## config.mk

```make
export PLATFORM = sky130hd
export DESIGN_NAME = date_time_to_epoch_ns
export DESIGN_NICKNAME = d
export VERILOG_FILES = /design/src/hw/rtl/dten_pkg.sv /design/src/hw/rtl/dten_nsmul.sv /design/src/hw/rtl/date_time_to_epoch_ns.sv
export VERILOG_INCLUDE_DIRS = /design/src /design/src/hw/rtl
export SDC_FILE = /design/constraint.sdc
export NUM_CORES = 2
export LEC_CHECK = 0
export BUFFER_PORTS_ARGS = -buffer_cell sky130_fd_sc_hd__buf_2
export CAP_MARGIN = 10
export CORE_ASPECT_RATIO = 0.75
export CORE_MARGIN = 3
export CORE_UTILIZATION = 60
export CTS_CLUSTER_SIZE = 24
export DETAILED_ROUTE_END_ITERATION = 12
export PLACE_DENSITY = 0.82
export REMOVE_ABC_BUFFERS = 1
export SLEW_MARGIN = 30
export SYNTH_ARGS = -nofsm -noshare
export SYNTH_HDL_FRONTEND = slang
export SYNTH_HIERARCHICAL = 1
export SYNTH_SLANG_ARGS = --single-unit
```

## constraint.sdc

```tcl
create_clock -name clk -period 17.62 [get_ports clk]
set_input_delay 3.524 -clock clk [delete_from_list [all_inputs] [get_ports clk]]
set_output_delay 3.524 -clock clk [all_outputs]
set_load 0.02 [all_outputs]
```

## src/hw/rtl/date_time_to_epoch_ns_assert.svh

```systemverilog
// Assertion macros for the date-time to epoch nanoseconds block.
`ifndef DATE_TIME_TO_EPOCH_NS_ASSERT_SVH
`define DATE_TIME_TO_EPOCH_NS_ASSERT_SVH
`ifndef SYNTH
`define DTEN_ASSERT_IMP(label, clk, rst, ante, cons) \
  label: assert property (@(posedge clk) disable iff (rst) (ante) |-> (cons)) \
    else $error("date_time_to_epoch_ns: same-cycle check failed");
`define DTEN_ASSERT_NXT(label, clk, rst, ante, cons) \
  label: assert property (@(posedge clk) disable iff (rst) (ante) |=> (cons)) \
    else $error("date_time_to_epoch_ns: next-cycle check failed");
`else
`define DTEN_ASSERT_IMP(label, clk, rst, ante, cons)
`define DTEN_ASSERT_NXT(label, clk, rst, ante, cons)
`endif
`endif

```

## src/hw/rtl/dten_pkg.sv

```systemverilog
// Types, constants and calendar tables shared by the epoch conversion block.
package dten_pkg;

  localparam int unsigned YEAR_W     = 13;
  localparam int unsigned DOY_W      = 9;
  localparam int unsigned MON_W      = 4;
  localparam int unsigned MDAY_W     = 5;
  localparam int unsigned HOUR_W     = 5;
  localparam int unsigned MIN_W      = 6;
  localparam int unsigned SEC_W      = 6;
  localparam int unsigned NSEC_W     = 30;
  localparam int unsigned IN_DATA_W  = 80;
  localparam int unsigned OUT_DATA_W = 64;
  localparam int unsigned STATUS_W   = 2;

  localparam int unsigned Q4_W        = YEAR_W - 2;
  localparam int unsigned RECIP_W     = 11;
  localparam int unsigned RECIP_SHIFT = 15;
  localparam int unsigned Q100_W      = Q4_W + RECIP_W - RECIP_SHIFT;
  localparam int unsigned LC_W        = 11;
  localparam int unsigned TOD_W       = 17;
  localparam int unsigned DAYS_W      = 22;
  localparam int unsigned SECS_W      = 38;
  localparam int unsigned SPLIT       = 20;
  localparam int unsigned PLO_W       = SPLIT + NSEC_W;
  localparam int unsigned PHI_W       = SECS_W - SPLIT + NSEC_W + 1;
  localparam int unsigned SUM_W       = 70;

  localparam logic [YEAR_W-1:0]  YEAR_MIN   = 13'd1800;
  localparam logic [YEAR_W-1:0]  YEAR_MAX   = 13'd5000;
  localparam logic [HOUR_W-1:0]  HOUR_MAX   = 5'd23;
  localparam logic [MIN_W-1:0]   MINUTE_MAX = 6'd59;
  localparam logic [SEC_W-1:0]   SECOND_MAX = 6'd60;
  localparam logic [NSEC_W-1:0]  NS_MAX     = 30'd999999999;
  localparam logic [NSEC_W-1:0]  NS_PER_SEC = 30'd1000000000;
  localparam logic [RECIP_W-1:0] RECIP_25   = 11'd1311;

  localparam logic [TOD_W-1:0] SEC_PER_HOUR = 17'd3600;
  localparam logic [TOD_W-1:0] SEC_PER_MIN  = 17'd60;
  localparam logic [TOD_W-1:0] SEC_PER_DAY  = 17'd86400;

  localparam logic [DOY_W-1:0] DAYS_YEAR      = 9'd365;
  localparam logic [DOY_W-1:0] DAYS_LEAP_YEAR = 9'd366;
  localparam int unsigned      EPOCH_YEAR     = 1970;
  localparam int unsigned      LEAPS_BEFORE_EPOCH = 477;
  localparam int unsigned      DAY_BIAS       = LEAPS_BEFORE_EPOCH + 1;
  localparam logic [Q100_W-1:0] CENTURY_DIV   = 7'd25;

  localparam logic signed [SECS_W-1:0] SECS_NEG_LIMIT = -38'sd9223372036;

  localparam logic [MON_W-1:0] JANUARY  = 4'd1;
  localparam logic [MON_W-1:0] FEBRUARY = 4'd2;
  localparam logic [MON_W-1:0] DECEMBER = 4'd12;

  typedef enum logic [STATUS_W-1:0] {
    STATUS_OK       = 2'd0,
    STATUS_RANGE    = 2'd1,
    STATUS_OVERFLOW = 2'd2
  } status_t;

  typedef struct packed {
    logic              req;
    logic [YEAR_W-1:0] year;
    logic [DOY_W-1:0]  doy;
    logic [MON_W-1:0]  month;
    logic [MDAY_W-1:0] mday;
    logic [TOD_W-1:0]  tod;
    logic [NSEC_W-1:0] nsec;
    logic              range_bad;
    logic [Q4_W-1:0]   q4y;
    logic [Q100_W-1:0] q100y;
    logic [Q4_W-1:0]   q4n;
    logic [Q100_W-1:0] q100n;
  } s1_t;

  typedef struct packed {
    logic              ok;
    logic [YEAR_W-1:0] year;
    logic [LC_W-1:0]   lc;
    logic [DOY_W-1:0]  yday;
    logic [TOD_W-1:0]  tod;
    logic [NSEC_W-1:0] nsec;
  } s2_t;

  typedef struct packed {
    logic              ok;
    logic [DAYS_W-1:0] days;
    logic [TOD_W-1:0]  tod;
    logic [NSEC_W-1:0] nsec;
  } s3_t;

  typedef struct packed {
    logic              ok;
    logic [SECS_W-1:0] secs;
    logic [NSEC_W-1:0] nsec;
  } s4_t;

  typedef struct packed {
    logic              ok;
    logic              neg_ovf;
    logic [NSEC_W-1:0] nsec;
  } s5_t;

  // Quotient by 25 through a scaled reciprocal; exact for all 11-bit inputs.
  function automatic logic [Q100_W-1:0] div25(input logic [Q4_W-1:0] x);
    logic [Q4_W+RECIP_W-1:0] p;
    p = (Q4_W+RECIP_W)'(x) * (Q4_W+RECIP_W)'(RECIP_25);
    return p[Q4_W+RECIP_W-1:RECIP_SHIFT];
  endfunction

  function automatic logic [DOY_W-1:0] days_before_month(input logic [MON_W-1:0] m);
    logic [DOY_W-1:0] d;
    unique case (m)
      4'd1:    d = 9'd0;
      4'd2:    d = 9'd31;
      4'd3:    d = 9'd59;
      4'd4:    d = 9'd90;
      4'd5:    d = 9'd120;
      4'd6:    d = 9'd151;
      4'd7:    d = 9'd181;
      4'd8:    d = 9'd212;
      4'd9:    d = 9'd243;
      4'd10:   d = 9'd273;
      4'd11:   d = 9'd304;
      4'd12:   d = 9'd334;
      default: d = 9'd0;
    endcase
    return d;
  endfunction

  function automatic logic [MDAY_W-1:0] month_len(input logic [MON_W-1:0] m,
                                                  input logic leap);
    logic [MDAY_W-1:0] n;
    unique case (m) inside
      4'd2:                    n = leap ? 5'd29 : 5'd28;
      4'd4, 4'd6, 4'd9, 4'd11: n = 5'd30;
      default:                 n = 5'd31;
    endcase
    return n;
  endfunction

endpackage

```

## src/hw/rtl/dten_nsmul.sv

```systemverilog
// Seconds to nanoseconds scaling as two registered partial products.
module dten_nsmul (
  input  logic                          clk,
  input  logic                          load,
  input  logic [dten_pkg::SECS_W-1:0]   secs,
  output logic [dten_pkg::PLO_W-1:0]    p_lo,
  output logic [dten_pkg::PHI_W-1:0]    p_hi
);

  localparam int unsigned HI_W = dten_pkg::SECS_W - dten_pkg::SPLIT;

  logic [dten_pkg::PHI_W-1:0] hi_ext;
  logic [dten_pkg::PLO_W-1:0] p_lo_next;
  logic [dten_pkg::PHI_W-1:0] p_hi_next;

  always_comb begin
    hi_ext    = {{(dten_pkg::PHI_W-HI_W){secs[dten_pkg::SECS_W-1]}},
                 secs[dten_pkg::SECS_W-1:dten_pkg::SPLIT]};
    p_lo_next = dten_pkg::PLO_W'(secs[dten_pkg::SPLIT-1:0])
              * dten_pkg::PLO_W'(dten_pkg::NS_PER_SEC);
    p_hi_next = hi_ext * dten_pkg::PHI_W'(dten_pkg::NS_PER_SEC);
  end

  always_ff @(posedge clk) begin
    if (load) begin
      p_lo <= p_lo_next;
      p_hi <= p_hi_next;
    end
  end

endmodule

```

## src/hw/rtl/date_time_to_epoch_ns.sv

```systemverilog
// Top level of the calendar date-time to Unix epoch nanoseconds converter.
// The slave stream carries one UTC date-time per transaction: tuser selects
// year plus day of year (0) or year, month and day of month (1), and tdata
// holds the date and time-of-day fields. The master stream returns one
// transaction per input: tdata is the signed count of nanoseconds since
// 1970-01-01, tuser the status (ok, field out of range, or overflow).
// Invalid or overflowing inputs return zero in tdata.
// The block is a six-stage pipeline: calendar decode, leap and day-of-year
// resolution, day count, seconds, partial products of the nanosecond scale,
// and the final sum with overflow check in the output register. One
// transaction is accepted per cycle unless back-pressure from the receiver
// has filled every stage. The nanosecond scaling multiplier pair sets the stage depth.
// Each stage holds its content while the next is full, so a stalled
// receiver only blocks the input once every stage is occupied; bubbles are
// squeezed out. Reset clears all stage valid flags.
`include "date_time_to_epoch_ns_assert.svh"
module date_time_to_epoch_ns (
  input  logic        clk,
  input  logic        rst,
  input  logic        s_axis_tvalid,
  output logic        s_axis_tready,
  // year, day_of_year, month, month_day, hour, minute, second, nanosecond
  input  logic [79:0] s_axis_tdata,
  // req_type
  input  logic [0:0]  s_axis_tuser,
  output logic        m_axis_tvalid,
  input  logic        m_axis_tready,
  // epoch_ns
  output logic [63:0] m_axis_tdata,
  // status
  output logic [1:0]  m_axis_tuser
);

  localparam int unsigned NSTAGE = 6;

  logic [NSTAGE-1:0] valid;
  logic [NSTAGE-1:0] adv;
  logic [NSTAGE-1:0] valid_in;

  dten_pkg::s1_t s1, s1_next;
  dten_pkg::s2_t s2, s2_next;
  dten_pkg::s3_t s3, s3_next;
  dten_pkg::s4_t s4, s4_next;
  dten_pkg::s5_t s5, s5_next;

  logic [dten_pkg::YEAR_W-1:0] yr, yr_m1;
  logic [dten_pkg::HOUR_W-1:0] hour;
  logic [dten_pkg::MIN_W-1:0]  minute;
  logic [dten_pkg::SEC_W-1:0]  sec;

  logic                         leap, century, mon_ok, day_ok;
  logic [dten_pkg::MDAY_W-1:0]  mlen;
  logic [dten_pkg::DOY_W-1:0]   yday_md, doy_max;
  logic [dten_pkg::SECS_W-1:0]  days_ext;

  logic [dten_pkg::PLO_W-1:0]   p_lo;
  logic [dten_pkg::PHI_W-1:0]   p_hi;
  logic [dten_pkg::SUM_W-1:0]   hi_ext, total;
  logic                         ovf;
  logic [dten_pkg::OUT_DATA_W-1:0] epoch_next;
  logic [dten_pkg::STATUS_W-1:0]   status_next;

  always_comb begin
    adv[NSTAGE-1] = !valid[NSTAGE-1] || m_axis_tready;
    for (int k = NSTAGE - 2; k >= 0; k--) begin
      adv[k] = !valid[k] || adv[k+1];
    end
    valid_in = {valid[NSTAGE-2:0], s_axis_tvalid};
  end

  assign s_axis_tready = adv[0];
  assign m_axis_tvalid = valid[NSTAGE-1];

  always_ff @(posedge clk) begin
    if (rst) begin
      valid <= '0;
    end else begin
      for (int k = 0; k < NSTAGE; k++) begin
        if (adv[k]) begin
          valid[k] <= valid_in[k];
        end
      end
    end
  end

  // Stage 1: field unpack, range checks, century quotients, time of day.
  always_comb begin
    yr     = s_axis_tdata[12:0];
    yr_m1  = yr - 13'd1;
    hour   = s_axis_tdata[35:31];
    minute = s_axis_tdata[41:36];
    sec    = s_axis_tdata[47:42];

    s1_next.req   = s_axis_tuser[0];
    s1_next.year  = yr;
    s1_next.doy   = s_axis_tdata[21:13];
    s1_next.month = s_axis_tdata[25:22];
    s1_next.mday  = s_axis_tdata[30:26];
    s1_next.nsec  = s_axis_tdata[77:48];
    s1_next.tod   = dten_pkg::TOD_W'(hour) * dten_pkg::SEC_PER_HOUR
                  + dten_pkg::TOD_W'(minute) * dten_pkg::SEC_PER_MIN
                  + dten_pkg::TOD_W'(sec);
    s1_next.range_bad = (yr < dten_pkg::YEAR_MIN) || (yr > dten_pkg::YEAR_MAX)
                     || (hour > dten_pkg::HOUR_MAX) || (minute > dten_pkg::MINUTE_MAX)
                     || (sec > dten_pkg::SECOND_MAX)
                     || (s_axis_tdata[77:48] > dten_pkg::NS_MAX);
    s1_next.q4y   = yr[dten_pkg::YEAR_W-1:2];
    s1_next.q100y = dten_pkg::div25(yr[dten_pkg::YEAR_W-1:2]);
    s1_next.q4n   = yr_m1[dten_pkg::YEAR_W-1:2];
    s1_next.q100n = dten_pkg::div25(yr_m1[dten_pkg::YEAR_W-1:2]);
  end

  // Stage 2: leap year, leap days before the year, day of year and validity.
  always_comb begin
    century = (s1.q4y == dten_pkg::Q4_W'(s1.q100y) * dten_pkg::Q4_W'(dten_pkg::CENTURY_DIV));
    leap    = (s1.year[1:0] == 2'd0) && (!century || (s1.q100y[1:0] == 2'd0));
    mon_ok  = (s1.month >= dten_pkg::JANUARY) && (s1.month <= dten_pkg::DECEMBER);
    mlen    = dten_pkg::month_len(s1.month, leap);
    yday_md = dten_pkg::days_before_month(s1.month)
            + dten_pkg::DOY_W'(leap && (s1.month > dten_pkg::FEBRUARY))
            + dten_pkg::DOY_W'(s1.mday);
    doy_max = leap ? dten_pkg::DAYS_LEAP_YEAR : dten_pkg::DAYS_YEAR;
    if (s1.req) begin
      day_ok = mon_ok && (s1.mday <= mlen);
    end else begin
      day_ok = (s1.doy != '0) && (s1.doy <= doy_max);
    end

    s2_next.ok   = !s1.range_bad && day_ok;
    s2_next.year = s1.year;
    s2_next.lc   = dten_pkg::LC_W'(s1.q4n) - dten_pkg::LC_W'(s1.q100n)
                 + dten_pkg::LC_W'(s1.q100n[dten_pkg::Q100_W-1:2]);
    s2_next.yday = s1.req ? yday_md : s1.doy;
    s2_next.tod  = s1.tod;
    s2_next.nsec = s1.nsec;
  end

  // Stage 3: days since the epoch.
  always_comb begin
    s3_next.ok   = s2.ok;
    s3_next.days = (dten_pkg::DAYS_W'(s2.year) - dten_pkg::DAYS_W'(dten_pkg::EPOCH_YEAR))
                 * dten_pkg::DAYS_W'(dten_pkg::DAYS_YEAR)
                 + dten_pkg::DAYS_W'(s2.lc) + dten_pkg::DAYS_W'(s2.yday)
                 - dten_pkg::DAYS_W'(dten_pkg::DAY_BIAS);
    s3_next.tod  = s2.tod;
    s3_next.nsec = s2.nsec;
  end

  // Stage 4: seconds since the epoch.
  always_comb begin
    days_ext = {{(dten_pkg::SECS_W-dten_pkg::DAYS_W){s3.days[dten_pkg::DAYS_W-1]}},
                s3.days};
    s4_next.ok   = s3.ok;
    s4_next.secs = days_ext * dten_pkg::SECS_W'(dten_pkg::SEC_PER_DAY)
                 + dten_pkg::SECS_W'(s3.tod);
    s4_next.nsec = s3.nsec;
  end

  // Stage 5: partial products, plus the lower bound check on the seconds.
  always_comb begin
    s5_next.ok      = s4.ok;
    s5_next.neg_ovf = $signed(s4.secs) < dten_pkg::SECS_NEG_LIMIT;
    s5_next.nsec    = s4.nsec;
  end

  dten_nsmul u_nsmul (
    .clk  (clk),
    .load (adv[4]),
    .secs (s4.secs),
    .p_lo (p_lo),
    .p_hi (p_hi)
  );

  // Stage 6: final sum and the signed 64-bit range check.
  always_comb begin
    hi_ext = {{(dten_pkg::SUM_W-dten_pkg::PHI_W-dten_pkg::SPLIT){p_hi[dten_pkg::PHI_W-1]}},
              p_hi, {dten_pkg::SPLIT{1'b0}}};
    total  = hi_ext + dten_pkg::SUM_W'(p_lo) + dten_pkg::SUM_W'(s5.nsec);
    ovf    = s5.neg_ovf
          || !((total[dten_pkg::SUM_W-1:dten_pkg::OUT_DATA_W-1] == '0)
            || (total[dten_pkg::SUM_W-1:dten_pkg::OUT_DATA_W-1] == '1));
    if (!s5.ok) begin
      status_next = dten_pkg::STATUS_RANGE;
      epoch_next  = '0;
    end else if (ovf) begin
      status_next = dten_pkg::STATUS_OVERFLOW;
      epoch_next  = '0;
    end else begin
      status_next = dten_pkg::STATUS_OK;
      epoch_next  = total[dten_pkg::OUT_DATA_W-1:0];
    end
  end

  always_ff @(posedge clk) begin
    if (adv[0]) begin
      s1 <= s1_next;
    end
    if (adv[1]) begin
      s2 <= s2_next;
    end
    if (adv[2]) begin
      s3 <= s3_next;
    end
    if (adv[3]) begin
      s4 <= s4_next;
    end
    if (adv[4]) begin
      s5 <= s5_next;
    end
    if (adv[5]) begin
      m_axis_tdata <= epoch_next;
      m_axis_tuser <= status_next;
    end
  end

  `DTEN_ASSERT_IMP(a_error_zero, clk, rst, m_axis_tvalid && (m_axis_tuser != dten_pkg::STATUS_OK), m_axis_tdata == '0)
  `DTEN_ASSERT_NXT(a_accept_enters, clk, rst, s_axis_tvalid && s_axis_tready, valid[0])
  `DTEN_ASSERT_IMP(a_full_blocks, clk, rst, (&valid) && !m_axis_tready, !s_axis_tready)

endmodule

```

# [Word level (Yosys, flattened, before mapping)]
# Memories as Yosys holds them, arrays and structs flattened. A register that Yosys moved wholly into a read port is not among the register bits.
# Index checks and enable logic that the tools add are counted.
[totals] register_bits=521 mem_bits_ro=144 inputBits=85 output_inout_bits=68 word_cells=124 memories=1
[classes] add_sub_neg=14 n_mul=9 n_lt_le_gt_ge=12 eq_ne=7 muxes=7 n_bitwise=1 reduce_logical=35
[memory_table] memory="(name not given)" words=16 width=9 rd=1 rd_clocked_by_memory_dff=1 wr=0 line_no="dten_pkg.sv:113" text="unique case (m)"
[op_table] operator="adder 69 x 51 -> 70 bit" n=1
[op_table] operator="adder 70 x 30 -> 70 bit" n=1
[op_table] operator="multiplier 49 x 21 -> 40 bit, second input constant" n=1
[op_table] operator="multiplier 11 x 11 -> 22 bit, second input constant" n=2
[op_table] operator="multiplier 20 x 21 -> 41 bit, second input constant" n=1
[op_table] operator="adder 38 x 17 -> 38 bit" n=1
[op_table] operator="< comparator 38 x 35 -> 1 bit, second input constant" n=1
[op_table] operator="multiplier 38 x 10 -> 31 bit, second input constant" n=1
[op_table] operator="> comparator 30 bit, second input constant" n=1
[op_table] operator="adder 22 x 11 -> 22 bit" n=1
[op_table] operator="adder 22 x 9 -> 22 bit" n=1
[op_table] operator="multiplier 14 x 10 -> 22 bit, second input constant" n=1
[op_table] operator="subtractor 22 x 9 -> 22 bit, second input constant" n=1
[op_table] operator="adder 17 x 12 -> 17 bit" n=1
[op_table] operator="adder 17 x 6 -> 17 bit" n=1
[op_table] operator="logical OR 1 bit" n=14
[op_table] operator="subtractor 13 x 11 -> 14 bit, second input constant" n=1
[op_table] operator="> comparator 13 bit, second input constant" n=1
[op_table] operator="< comparator 13 x 11 -> 1 bit, second input constant" n=1
[op_table] operator="multiplier 5 x 8 -> 13 bit, second input constant" n=1
[op_table] operator="subtractor 13 x 1 -> 13 bit, second input constant" n=1
[op_table] operator="> comparator 6 bit, second input constant" n=2
[op_table] operator="adder 11 x 5 -> 11 bit" n=1
[op_table] operator="equality test 11 bit" n=1
[op_table] operator="28 further kinds" n=46

# [Logic depth before layout (Yosys ltp)]
[logic_depth] depth_word=11 depth_mapped=29 ltp_nobuf=29

# [Modules after synthesis]
# The synthesis kept the hierarchy.
[modules_own_cells] module="date_time_to_epoch_ns" n_inst=1 cells_each=3100 area_per_inst_um2=35475.3
[modules_own_cells] module="dten_nsmul" n_inst=1 cells_each=1911 area_per_inst_um2=19810.2

# [Least setup slack after synthesis]
# Ideal clock, no wire load.
[synth_timing] path_kind="in2out" start="in m_axis_tready" end="out s_axis_tready" arrival_time_ns=7.355 required_ns=14.096 path_slack_ns=6.741 cell_stages=4 n_path_buf=1 path_cell_list="nor2b_1 -> and3_1 -> clkbuf_1 -> nand4_1"
[synth_between] elab_chain_len=6
[synth_lines] item="from (decl)" line_no="date_time_to_epoch_ns.sv:27" text="input logic m_axis_tready,"
[synth_lines] item="logical OR 1 bit" line_no="date_time_to_epoch_ns.sv:64" text="adv[NSTAGE-1] = !valid[NSTAGE-1] || m_axis_tready;"
[synth_lines] item="logical OR 1 bit (5 in a row)" line_no="date_time_to_epoch_ns.sv:66" text="adv[k] = !valid[k] || adv[k+1];"
[synth_lines] item="to (decl)" line_no="date_time_to_epoch_ns.sv:21" text="output logic s_axis_tready,"
# Every way passes these cells.

==> summary.txt <==
Routing
  – Routed Antenna Nets: 0
  – DRT Pass-1 Iters: 6
  – DRT iter0 DRCs: 2,384
  – Residual DRC count: 0
  – Wire length per cell: 17.3 µm
  – Total number of vias: 35,142
  – Drt total wl: 111 mm
  – Via density: about 5.5

Logic synthesis
  – Ranking of synthesized cells by area: edfxtp_1 (27%), fa_1 (22%), ha_1 (21%)
  – Post-synthesis cell area: around 55,000 µm²
  – Synthesized area per cell: 11.0 µm²
  – Largest family of logic cells by synthesized area: adder cells
  – Register bit total from synthesis: 519
  – Mux cell area share after synthesis: 0.00306
  – Post-Synth Simple-Gate Area: 0.0658
  – Count of cell types in the netlist: 90
  – Post-synthesis instance total: 5,011
  – Adder-cell share of the synthesized area: 0.432
  – Number of flops mapped to enable cells by yosys: 504
  – Compound-Gate Fraction of Synth Area: 0.0809
  – Synth warn: 6
  – Post-synth ARST share: 0
  – Top FF cell, synth: edfxtp_1
  – Cell taking the most area after synthesis: edfxtp_1
  – Share of the synthesized area in the top cell type: 0.274
  – XOR/XNOR Fraction of Synth Area: 0.0515
  – Sequential share of the synthesized area: 0.279

Global routing
  – Initial antenna violation count: 4
  – Grt total ovfl: 0
  – Number of global-route vias before repair: 36,763
  – Largest net degree at the start of global routing: 83
  – First-pass GRT wire length: 187 mm
  – Tot GR Track Use: 0.241

Die
  – Cell Rows: 95
  – Chip height: 269 µm
  – Num ports: 153
  – Chip Width: 357 µm
  – Starting density of the core: 0.611
  – Core area: around 90,000 µm²
  – Die area: between 90,000 and 100,000 µm²

Critical path
  – Required time worst endpoint: about 18 ns
  – Reg2reg end: u_nsmul/p_hi[46]
  – FF-to-FF setup slack: 10.50 ns
  – Crit-path max FO: 8
  – Critical path class: in2reg
  – Cell mode on critical path: inv_1
  – Max incr delay on CP: 0.58 ns
  – Reg2reg start: s4[50]
  – Slowest-stage cell, CP: fa_1
  – Crit path capture type: flop
  – CP startpoint kind: input pin
  – Critical path arrival: roughly 10 ns
  – R2R depth: 20

Clocking
  – Num CTS Buffers: 52
  – Setup bufs post-CTS: 0
  – Clock slew at reported path FFs: about 0.060 ns
  – Hold Buf Count CTS: 0
  – # H-tree levels: 2
  – Sink Count: 519
  – CTS tree: yes
  – Clock Path Buffers: 3
  – CTS resizes: 0
  – Clk_lat worst skew: 0.64 ns
  – Root Buffer: clkbuf_16

Timing
  – Fin. Hold Viols: 0
  – Minimum clock period: slightly below 10 ns
  – RSZ-0062 raised after global routing: false
  – Final slew viol count: 0
  – Max frequency: 0.103 GHz
  – Setup violations, final: 0
  – Slew @ Worst Pin: 0.993 ns
  – Slew margin rel.: 0.334
  – Clock Skews: 0.0498 ns
  – Setup TNS: 0 ns
  – Part of the cycle the worst path needs: 0.552

Placed design
  – HPWL after DPL: 91.7 mm
  – Placed cell area: 57,400 µm²
  – PortBufs: 150
  – Final Wtd Congestion: 0.943

Layout
  – Layout cells sized above 1: 0.0679
  – Fin area: 59,100 µm²
  – # diodes: 0
  – Area grow syn2layout: 6.97%
  – Layout Nets: slightly below 7,000
  – Core Util, Final: 0.654

Min path
  – Hold Startpoint: s3[33]
  – Worst hold path depth: 0
  – Worst Hold Class: reg2reg
  – Hold Path End: s4[33]

Flow run
  – Max-Cap Viols: 0

Status
  – Status: completed
worst max-delay path by stage:
| stage | start | end | slack, ns |
|---|---|---|---|
| finish | s_axis_tdata[3] | s1[5] | 7.89 |
| global route | s_axis_tdata[3] | s1[5] | 7.41 |
| CTS | s_axis_tdata[3] | s1[5] | 7.92 |
| detailed placement | s_axis_tdata[3] | s1[5] | 7.30 |
| global placement | s_axis_tdata[3] | s1[5] | 7.38 |
| floorplan | m_axis_tready | s_axis_tready | 6.83 |
sequential cells by signal, indices dropped and copies added (netlist names), named ones only:
name,cells
m_axis_tuser,2
s5,32
s2,81
u_nsmul/p_hi,40
days_ext,22
valid,6
u_nsmul/p_lo,41
s3,48
s4,69
m_axis_tdata,64
s1,105
critical path: cells and delay by family:
| kind | cells | cell delay, ns |
|---|---|---|
| xor+xnor | 2 | 0.65 |
| simple gates | 4 | 0.58 |
| compound gates | 6 | 1.48 |
| buf+inv | 8 | 0.95 |
| fa+ha+maj | 7 | 2.88 |
area by class of cell:
type | instances | area [µm²]
Multi-Input combinational cell | 3262 | 35100
Tap cell | 1212 | 1520
Clock inverter | 29 | 353
Clock buffer | 66 | 1360
Fill cell | 6720 | 31300
Inverter | 1183 | 4440
Timing Repair Buffer | 167 | 895
Sequential cell | 519 | 15400
kinds of logic (layout without fill, tap and decap cells):
logic type	Yosys count	after routing
multiplexers	16	16
AO/OA/AOI/OAI	682	682
AND/OR/NAND/NOR	679	679
flip-flops	519	519
XOR/XNOR	325	325
adder cells (fa/ha/maj)	1542	1542
other	1	18
buffers and inverters	1247	1445
synth_stat cells (7+ instances only):
cell type and n:
a211oi_1 20, xnor2_1 239, nor2b_1 27, o211ai_1 19, o21bai_1 37, a21o_1 83
dfxtp_1 15, a41oi_1 7, mux2i_1 9, nor4_1 11, a31oi_1 28, o21ai_0 122
buf_6 8, fa_1 615, and3_1 22, nand3_1 52, ha_1 926, edfxtp_1 504
xor2_1 86, nor2_1 165, nand2_1 169, mux2_2 7, a21oi_1 212, and2_1 11
clkbuf_1 32, o31ai_1 11, nand2b_1 25, nor3_2 55, or3_1 13, or2_2 15
a21boi_0 14, o21a_1 34, inv_1 1183, a221oi_1 8, buf_4 18, nand4_1 41
nor3_1 40
layer usage:
layer,vias to the layer above,track usage,routed length (µm)
li1,16901,-,-
met1,17277,0.339,51000
met2,820,0.405,52600
met3,140,0.0317,5640
met4,4,0.0485,2020
met5,-,0,27
metrics by stage:
stage / instances / hold WS [ns] / setup slack [ns]
after floorplan: 4964 / 0.400 / 6.83
after global placement: 6342 / 0.402 / 7.38
after detailed placement: 6342 / 0.405 / 7.30
after CTS: 6437 / 0.393 / 7.92
after global routing: 6438 / 0.401 / 7.41
final: 6438 / 0.397 / 7.89
layout by cell type (no fill, tap or decap), types with 18 or more instances in the layout:
| master | instances |
|---|---|
| fa_1 | 615 |
| nand2_1 | 167 |
| nand3_1 | 51 |
| a21o_1 | 83 |
| xnor2_1 | 239 |
| nor2b_1 | 27 |
| o21ai_0 | 122 |
| o211ai_1 | 19 |
| ha_1 | 926 |
| inv_1 | 1181 |
| a211oi_1 | 20 |
| nand4_1 | 41 |
| clkbuf_16 | 52 |
| conb_1 | 18 |
| buf_2 | 150 |
| o21bai_1 | 37 |
| nor2_1 | 165 |
| o21a_1 | 34 |
| xor2_1 | 86 |
| a31oi_1 | 28 |
| nand2b_1 | 24 |
| edfxtp_1 | 504 |
| nor3_2 | 56 |
| nor3_1 | 39 |
| a21oi_1 | 212 |
| and3_1 | 22 |
Power is left out: the tool's default activity adds up to more than one toggle a clock period on the data nets, which glitch-free logic cannot reach.
